### config.mk
export PLATFORM = sky130hd
export DESIGN_NAME = bbr_div
export DESIGN_NICKNAME = d
export VERILOG_FILES = /design/src/rtl/core/bbr_pkg.sv /design/src/rtl/core/bbr_div.sv
export SDC_FILE = /design/constraint.sdc
export NUM_CORES = 1
export LEC_CHECK = 0
export BUFFER_PORTS_ARGS = -buffer_cell sky130_fd_sc_hd__buf_2
export CORE_MARGIN = 3
export CORE_UTILIZATION = 41
export DETAILED_ROUTE_END_ITERATION = 10
export PLACE_DENSITY = 0.65
export SYNTH_ARGS = -nofsm -noshare
export SYNTH_HDL_FRONTEND = slang
export SYNTH_SLANG_ARGS = --single-unit
### constraint.sdc
create_clock -name clk -period 2.1 [get_ports clk]
set_input_delay 0.42 -clock clk [delete_from_list [all_inputs] [get_ports clk]]
set_output_delay 0.42 -clock clk [all_outputs]
set_load 0.05 [all_outputs]
### src/rtl/core/bbr_pkg.sv
// Shared types, constants and register codes of the 3x3 RGB box blur.
package bbr_pkg;

  // Default line length the line store is sized for.
  localparam int MAX_WIDTH_DEF = 1024;

  // Pixel and channel widths.
  localparam int CH_W  = 8;
  localparam int PIX_W = 3 * CH_W;

  // Row counter width and frame width and height limits.
  localparam int RW         = 13;
  localparam int MIN_WIDTH  = 3;
  localparam int MIN_HEIGHT = 2;
  localparam int MAX_HEIGHT = 4096;

  // Configuration port.
  localparam int CFG_IDX_W  = 2;
  localparam int CFG_DATA_W = 13;
  localparam int CFG_W_BITS = 11;
  localparam logic [CFG_IDX_W-1:0] REG_FRAME_WIDTH  = CFG_IDX_W'(0);
  localparam logic [CFG_IDX_W-1:0] REG_FRAME_HEIGHT = CFG_IDX_W'(1);
  localparam int WIDTH_RESET  = 640;
  localparam int HEIGHT_RESET = 480;

  // Request command codes.
  localparam logic CMD_PIXEL = 1'b0;
  localparam logic CMD_DRAIN = 1'b1;

  // Window sum and the divide by nine as a multiply by 3641 / 2^15.
  localparam int SUM_W      = 12;
  localparam int MUL9_W     = 24;
  localparam int DIV9_MUL   = 3641;
  localparam int DIV9_SHIFT = 15;

  // Control into the serial divider.
  typedef struct packed {
    logic start;
    logic clear;
  } div_ctl_t;

  // Status out of the serial divider.
  typedef struct packed {
    logic busy;
    logic done;
  } div_sts_t;

endpackage

### src/rtl/core/bbr_div.sv
// Serial restoring divider, one quotient bit per cycle, for column folding.
module bbr_div import bbr_pkg::*; #(
  parameter int CW = $clog2(MAX_WIDTH_DEF),
  parameter int WW = $clog2(MAX_WIDTH_DEF + 1)
) (
  input  logic          clk,
  input  logic          rst_n,
  input  div_ctl_t      ctl,
  input  logic [CW-1:0] dividend,
  input  logic [WW-1:0] divisor,
  output div_sts_t      sts,
  output logic [CW-1:0] quot,
  output logic [WW-1:0] rem
);

  localparam int CNTW = $clog2(CW + 1);

  localparam logic [1:0] DV_IDLE = 2'd0;
  localparam logic [1:0] DV_RUN  = 2'd1;
  localparam logic [1:0] DV_DONE = 2'd2;

  logic [1:0]      state_r;
  logic [CNTW-1:0] cnt_r;
  logic [CW-1:0]   quo_r;
  logic [WW-1:0]   rem_r;
  logic [WW-1:0]   dvs_r;
  logic [WW:0]     rem_sh;
  logic            fits;
  logic [WW-1:0]   rem_nxt;
  logic [CW-1:0]   quo_nxt;
  logic            load;

  // One restoring step: shift in the next dividend bit and try to subtract.
  assign rem_sh  = {rem_r, quo_r[CW-1]};
  assign fits    = rem_sh >= {1'b0, dvs_r};
  assign rem_nxt = fits ? WW'(rem_sh - {1'b0, dvs_r}) : WW'(rem_sh);
  assign quo_nxt = {quo_r[CW-2:0], fits};
  assign load    = (state_r == DV_IDLE) && ctl.start && !ctl.clear;

  // Sequencer: idle, run one step per bit, hold the result until cleared.
  always_ff @(posedge clk) begin
    if (!rst_n) begin
      state_r <= DV_IDLE;
      cnt_r   <= '0;
    end else if (ctl.clear) begin
      state_r <= DV_IDLE;
    end else begin
      unique case (state_r)
        DV_IDLE: begin
          if (ctl.start) begin
            state_r <= DV_RUN;
            cnt_r   <= CNTW'(CW);
          end
        end
        DV_RUN: begin
          cnt_r <= cnt_r - 1'b1;
          if (cnt_r == CNTW'(1)) begin
            state_r <= DV_DONE;
          end
        end
        DV_DONE: begin
          state_r <= DV_DONE;
        end
        default: begin
          state_r <= DV_IDLE;
        end
      endcase
    end
  end

  // Datapath registers.
  always_ff @(posedge clk) begin
    if (load) begin
      quo_r <= dividend;
      rem_r <= '0;
      dvs_r <= divisor;
    end else if (state_r == DV_RUN) begin
      quo_r <= quo_nxt;
      rem_r <= rem_nxt;
    end
  end

  assign sts.busy = (state_r == DV_RUN);
  assign sts.done = (state_r == DV_DONE);
  assign quot     = quo_r;
  assign rem      = rem_r;

endmodule

# After elaboration in Yosys (flattened, before gate mapping)
# Cells that the tools add are included.
# Widths: inputs -> output; s select.
# totals
regBits	38
input_bits	25
output_inout_bits	23
elab_cells	32
# classes
add_sub_neg	2
n_lt_le_gt_ge	1
n_eq_ne	5
muxes	8
bitwise	2
n_reduce_logical	9
# op_table
op	n
$mux 10	2
$ge 12x11->1	1
$mux 11	1
$sub 11x11->11	1
$pmux 4 s2	1
$pmux 2 s3	1
$eq 4x1->1 const B	1
$mux 2	2
$mux 4	1
$reduce_bool 2->1	2
$sub 4x1->4 const B	1
$reduce_and 3->1	1
$eq 2x1->1 const B	1
$eq 2x2->1 const B	1
$logic_and 1x1->1	2
$logic_not 2->1	1
$ne 2x1->1 const B	1
$ne 2x2->1 const B	1
$not 1->1	2
$reduce_and 2->1	1
$reduce_or 2->1	1
$logic_not 1->1	1

# Depth between registers and ports, before layout
# Gate-level depths: netlist of run 1.
# depth
word_depth	4
depth_mapped	10
ltp_nobuf	9

# Least setup slack after synthesis of run 1
# No wires, ideal clock.
# synth_timing
path_type	flip-flop to flip-flop
start	register quo_r[9], in the netlist quot[9]
end	register rem_r[5], in the netlist rem[5]
setup_time_ns	0.119
arrival_ns	2.407
required_ns	1.981
path_slack_ns	-0.427
path_stages_with_launch	11
path_buffers	1
period_less_slack_ns	2.527
cell_sequence	edfxtp_1 -> inv_1 -> ha_1 -> fa_1 -> nor2b_1 -> o31ai_1 -> a31o_2 -> o21ai_4 -> buf_6 -> o211a_1 -> nor3_2
# synth_via
elab_chain_len	2
word_cells_on_any_way	3
classes_between	add/sub (1); order compare (1); mux (1)
# synth_lines
element	line_no	rtl
start: declaration	bbr_div.sv:24	logic [CW-1:0] quo_r;
start signal: assignment	bbr_div.sv:74	quo_r <= dividend;
start signal: assignment	bbr_div.sv:78	quo_r <= quo_nxt;
$sub 11x11->11 or $ge 12x11->1 (tied branches)	bbr_div.sv:36, bbr_div.sv:35	
$mux 11 (*)	bbr_div.sv:36	assign rem_nxt = fits ? WW'(rem_sh - {1'b0, dvs_r}) : WW'(rem_sh);
end signal: assignment	bbr_div.sv:79	rem_r <= rem_nxt;
end: declaration	bbr_div.sv:25	logic [WW-1:0] rem_r;
# Every way passes the cells marked *; elsewhere a longest branch is shown, timed or not.
# A chain may end at the register's enable or synchronous reset.

# Worst setup path in the final report of run 1
# layout_timing
start	register dvs_r[0]
end	register rem_r[3], in the netlist rem[3]
# layout_via
elab_chain_len	2
word_cells_on_any_way	3
classes_between	add/sub (1); order compare (1); mux (1)
# layout_lines
element	line_no	rtl
start: declaration	bbr_div.sv:26	logic [WW-1:0] dvs_r;
start signal: assignment	bbr_div.sv:76	dvs_r <= divisor;
$sub 11x11->11 or $ge 12x11->1 (tied branches)	bbr_div.sv:36, bbr_div.sv:35	
$mux 11 (*)	bbr_div.sv:36	
# Marks and branches as above.

==> impl_metrics.tcl, run 1 <==
set metrics [dict create \
    place_hpwl_um 3730 \
    cts_max_level 2 \
    ys_ff_latch 38 \
    ys_types 46 \
    layout_common_cells "47 x buf_2, 40 x nand2_1, 30 x buf_4" \
    slew_violations 0 \
    power_leakage_nw 1.37 \
    numClockSinks 38 \
    cap_violations 0 \
    cp_max_fo 8 \
    worst_pin_slew_ps 519 \
    pre_cts_slack_ps -120 \
    required_ps 2320 \
    fin_nets 356 \
    startpoint_type "register" \
    reg2reg_depth 9 \
    irDropWorstVdd_mv 0.538 \
    placedInstanceArea_um2 2800 \
    rsz0062_at_grt "true" \
    synth_edf_count 21 \
    p_per_area_nw_per_um2 969 \
    ys_async_sr_fraction 0 \
    syn_area_um2 2260 \
    worst-setup-path-type "reg -> reg" \
    startpoint "dvs_r[0]" \
    grt_pass1_wl_um 8470 \
    post-route-util 0.563 \
    insertion_delay_ps 290 \
    fin_hold_ws_ps 298 \
    hp-start "divisor[7]" \
    dp.cells 372 \
    cts_root_buffer "clkbuf_8" \
    vias 1965 \
    skew_ps 10.9 \
    std_cell_rows 26 \
    synthTopCellsByArea "edfxtp_1 28%, dfxtp_1 15%, ha_1 9.4%, nand2_1 6.6%, inv_1 3.5%" \
    wl_um 5110 \
    ios 48 \
    final_area_um2 2950 \
    reg2reg_from "dvs_r[0]" \
    coreArea_um2 5240 \
    synthesis.instances 235 \
    post-route-period-util 1.04 \
    synth_warnings 0 \
    drive_gt1_frac 0.341 \
    ant_nets 0 \
    max_freq_mhz 459 \
    drc 0 \
    fin_cells 384 \
    setup_ws_ps -76.4 \
    end_kind "register" \
    area_growth_pct 30.2 \
    tns_ps -524 \
    holdPathStages 1 \
    relSlewSlack 0.654 \
    start_util 0.432 \
    status "complete, but fails checks" \
    grt_pass1_vias 1870 \
    synth_seq_area_share 0.429 \
    hold_path.class "in -> reg" \
    finalSetupViolCount 11 \
    clk_pin_slew_worst_paths_ps 80 \
    cts_tree "done" \
    ys.flop_type "edfxtp_1" \
    arrival_ps 2390 \
    synth_top_area_frac 0.278 \
    grt_max_degree 27 \
    track_usage 0.169 \
    violations "setup timing" \
    chipWidth_um 80.3 \
    hold_viol_final 0 \
    port_buffers 47 \
    min_period_ps 2180 \
    dieArea_um2 6450 \
    syn-num-nets 278 \
    total_power_mw 2.86 \
    antenna_found_initial 0 \
    clockBufferDepth 2 \
    antennaDiodeCount 0 \
    routabilityCongestion 0.852 \
    vias_per_cell 5.12 \
    grt_overflow_total 0 \
    post_drt_wl_per_cell_um 13.3 \
    r2r_slack_ps -80 \
    cts_made_buffers 5 \
    dieHeight_um 80.3 \
    mostFrequentLayoutCell "buf_2" \
    synth_top_area_cell "edfxtp_1" \
    avgSynthCellArea_um2 9.64 \
    firstDrtPassIters 4 \
    drtIter0Drc 78 \
]
cells in the mapped netlist (2+ instances only):
cell type,number
nor4_1,2
o211a_1,4
edfxtp_1,21
nor3_2,2
a21oi_1,9
a31oi_1,4
nor2_1,15
nand4_1,3
inv_1,21
a211oi_1,2
nor3_1,4
a21boi_0,2
xnor2_1,3
nand4b_1,2
nand2b_1,3
o21ai_0,10
nor3b_2,2
xor2_1,2
o31ai_1,3
ha_1,17
clkbuf_1,6
nand3_1,3
mux2i_1,7
nor2b_1,3
o21a_1,8
dfxtp_1,17
nand2_1,40
o311ai_0,2
worst paths after layout:
kind,endpoint
worst max-delay path,rem[3]
worst min-delay path,dvs_r[7]
worst min register to register,rem[10]
worst max register to register,rem[3]
final cells by class:
class | count | area [um^2]
multi-input combinational | 168 | 1230
fill | 487 | 2290
sequential | 38 | 972
clock inverter | 2 | 8.76
tap | 70 | 87.6
clock buffer | 6 | 72.6
inverter | 21 | 78.8
timing repair buffer | 79 | 500
report_power, final:
| group | internal, mW | total, mW | switching, mW |
|---|---|---|---|
| sequential | 0.890 | 0.948 | 0.0583 |
| clock | 0.228 | 0.486 | 0.257 |
| combinational | 0.585 | 1.42 | 0.836 |
| total | 1.70 | 2.86 | 1.15 |
registers in the layout (all words and copies together) (netlist names):
register	cells
state_r	2
cnt_r	4
dvs_r	11
quot	10
rem	11
critical path: stages, from the launching register on:
cell,delay [ps]
edfxtp_1,370
ha_2,200
fa_2,370
nor2b_4,160
o31ai_4,80
a31o_4,260
o21ai_4,260
buf_12,170
a31oi_1,80
a21oi_1,160
routing by layer:
metal,global-route usage,share of wire
met1,0.211,0.44
met5,0,0
met3,0.0404,0.048
met4,0.0507,0.010
met2,0.286,0.50
cells by family after synthesis:
logic type	Yosys count	synth area share
AND/OR/NAND/NOR	87	0.202
AO/OA/AOI/OAI	51	0.165
flip-flops	38	0.429
buffers and inverters	29	0.0514
adder cells (fa/ha/maj)	18	0.103
multiplexers	7	0.0309
XOR/XNOR	5	0.0193
what timing repair did:
action	CTS	global route
resized for setup	4	5
hold buffers	0	0
gates cloned	0	0
hold endpoints to repair	0	0
pin swaps	4	4
setup buffers	1	3
endpoints found under the setup margin	11	12
(Power assumes the default switching activity.)
==> run 2, diff against run 1 <==
- ABC_AREA: not set -> 1
- PLACE_DENSITY: 0.65 -> not set
==> run 2 against run 1 <==
- via count up 9.1%
- first-iteration DRC count up 12%
- sequential power down 5.7%
- critical path type unchanged
- cell count up 17%
- critical path depth up 1
- register-to-register slack better by 270 ps
- maximum frequency up 14%
- the flow now finishes without violations
==> impl_metrics.tcl, run 2 <==
set metrics [dict create \
    grt_pass1_vias 2081 \
    status "finished, final reports clean" \
    cts_resized 0 \
    p_sw_mw 0.742 \
    setup_ws_ps 192 \
    area_growth_pct 17.6 \
    worst-setup-path-type "reg -> reg" \
    rsz0062_at_grt "false" \
    post-route-period-util 0.909 \
    ctsHoldBuffers 0 \
    irDropWorstVdd_mv 0.330 \
    cts_made_buffers 5 \
    dieArea_um2 6920 \
    synth_top_area_cell "edfxtp_1" \
    dieHeight_um 83.2 \
    clockBufferDepth 2 \
    synthesis.instances 322 \
    placedInstanceArea_um2 2780 \
    reg2reg_depth 10 \
    ys_ff_latch 38 \
    holdPathStages 1 \
    cts_root_buffer "clkbuf_8" \
    std_cell_rows 27 \
    track_usage 0.164 \
    final_area_um2 2870 \
    cp_max_fo 12 \
    synth_warnings 0 \
    r2r_slack_ps 190 \
    relSlewSlack 0.389 \
    min_period_ps 1910 \
    pwr-share-comb 0.303 \
    required_ps 2160 \
    synth_edf_count 21 \
    clk_pin_slew_worst_paths_ps 80 \
    min_to "dvs_r[5]" \
    numClockSinks 38 \
    avgSynthCellArea_um2 7.59 \
    hold_path.class "in -> reg" \
    end_kind "register" \
    post_drt_wl_per_cell_um 12.1 \
    routabilityCongestion 0.877 \
    ys_types 31 \
    hold_viol_final 0 \
    post_cts_buffers 0 \
    layout_common_cells "100 x nand2_1, 59 x inv_1, 47 x buf_2" \
    chipWidth_um 83.2 \
    start_util 0.433 \
    ant_nets 0 \
    grt_overflow_total 0 \
    place_hpwl_um 4120 \
    r2r-end "quot[0]" \
    slew_violations 0 \
    cts_tree "done" \
    insertion_delay_ps 300 \
    skew_ps 4.76 \
    synthTopCellsByArea "edfxtp_1 26%, nand2_1 15%, dfxtp_1 14%, inv_1 9.1%, ha_1 8.7%" \
    synth_seq_area_share 0.397 \
    hp-start "divisor[5]" \
    coreArea_um2 5640 \
    grt_pass1_wl_um 9380 \
    power_leakage_nw 1.50 \
    synth_top_area_frac 0.258 \
    drive_gt1_frac 0.234 \
    arrival_ps 1960 \
    antennaDiodeCount 0 \
    swShare 0.361 \
    p_per_area_nw_per_um2 716 \
    reg2reg_from "quot[9]" \
    seq_power_share 0.435 \
    p_int_mw 1.31 \
    wl_um 5420 \
    cts_max_level 2 \
    vias 2143 \
    startpoint_type "register" \
    mostFrequentLayoutCell "nand2_1" \
    ios 48 \
    ys_async_sr_fraction 0 \
    pre_cts_slack_ps 202 \
    tns_ps 0 \
    worst_pin_slew_ps 913 \
    finalSetupViolCount 0 \
    grt_max_degree 18 \
    vias_per_cell 4.78 \
    total_power_mw 2.06 \
    synth_commonest_cells "100 x nand2_1, 59 x inv_1, 26 x nand3_1" \
    ys.flop_type "edfxtp_1" \
    port_buffers 47 \
    fin_nets 418 \
    syn_area_um2 2440 \
    syn-num-nets 365 \
    drtIter0Drc 87 \
    clockPowerShare 0.262 \
    yosysMostFrequentCell "nand2_1" \
    cap_violations 0 \
    antenna_found_initial 0 \
    drc 0 \
    firstDrtPassIters 4 \
    max_freq_mhz 524 \
]
run 2: changes by cell type in the layout (fill, tap and decap cells not counted), moves of 11 or more:
cell,previous run,this run
buf_4,30,6
nand2_2,0,11
inv_1,20,59
nand4_1,3,15
nand3_1,3,26
nand2_1,40,100
run 2: cell families (layout without fill, tap and decap cells):
kind of cell,count (synthesis),after routing,synth area share
AOI/OAI and AO/OA,14,14,0.0348
xor gates and xnor gates,3,3,0.0108
buffers and inverters,68,122,0.114
DFF,38,38,0.397
adders and majority gates,18,18,0.0952
and+or+nand+nor,181,181,0.348
run 2: final cells by class:
| type | instances | area, um^2 |
|---|---|---|
| fillers | 588 | 2770 |
| multi-input cells | 216 | 1210 |
| flip-flops and latches | 38 | 971 |
| repair buffers | 53 | 280 |
| inverters | 61 | 229 |
| well taps | 72 | 90.1 |
| clock buffers | 7 | 86.3 |
| clock inverters | 1 | 5.00 |
run 2: how the worst max path moves through the flow:
stage / from / endpoint / slack [ps] / cells past startpoint
floorplan: quot[9] / rem[0] / 5 / 12
global placement: quot[9] / quot[0] / 250 / 10
detailed placement: quot[9] / quot[0] / 200 / 10
CTS: quot[9] / quot[0] / 190 / 10
global route: quot[9] / rem[5] / 50 / 11
finish: quot[9] / quot[0] / 190 / 10
run 2: layer usage:
layer,GRT usage,wire length [um]
met1,0.218,2600
met2,0.265,2510
met3,0.0437,263
met4,0.0401,49
met5,0,0
run 2: through the flow:
step / std cells / hold slack (ps) / utilization
after floorplan: 322 / 436 / -
after global placement: 440 / 456 / 0.493
after detailed placement: 440 / 461 / 0.493
after CTS: 448 / 289 / 0.509
after global routing: 448 / 278 / 0.509
final: 448 / 292 / 0.509
run 2: power groups by stage:
stage	Sequential, mW	Clock [mW]	Combinational (mW)
2_1_floorplan	1.04	0	0.361
3_3_place_gp	0.911	0	0.623
3_5_place_dp	0.911	0	0.629
4_1_cts	0.896	0.548	0.630
5_1_grt	0.903	0.591	0.696
6_report	0.894	0.539	0.623
run 2: worst max-delay path, stage by stage (launching register included):
cell	delay (ps)
edfxtp_1	380
inv_1	90
ha_2	190
fa_2	210
inv_1	50
nand3_1	70
nand3_2	120
nand2_2	130
nand4_4	240
nand2_1	130
nand2_1	50
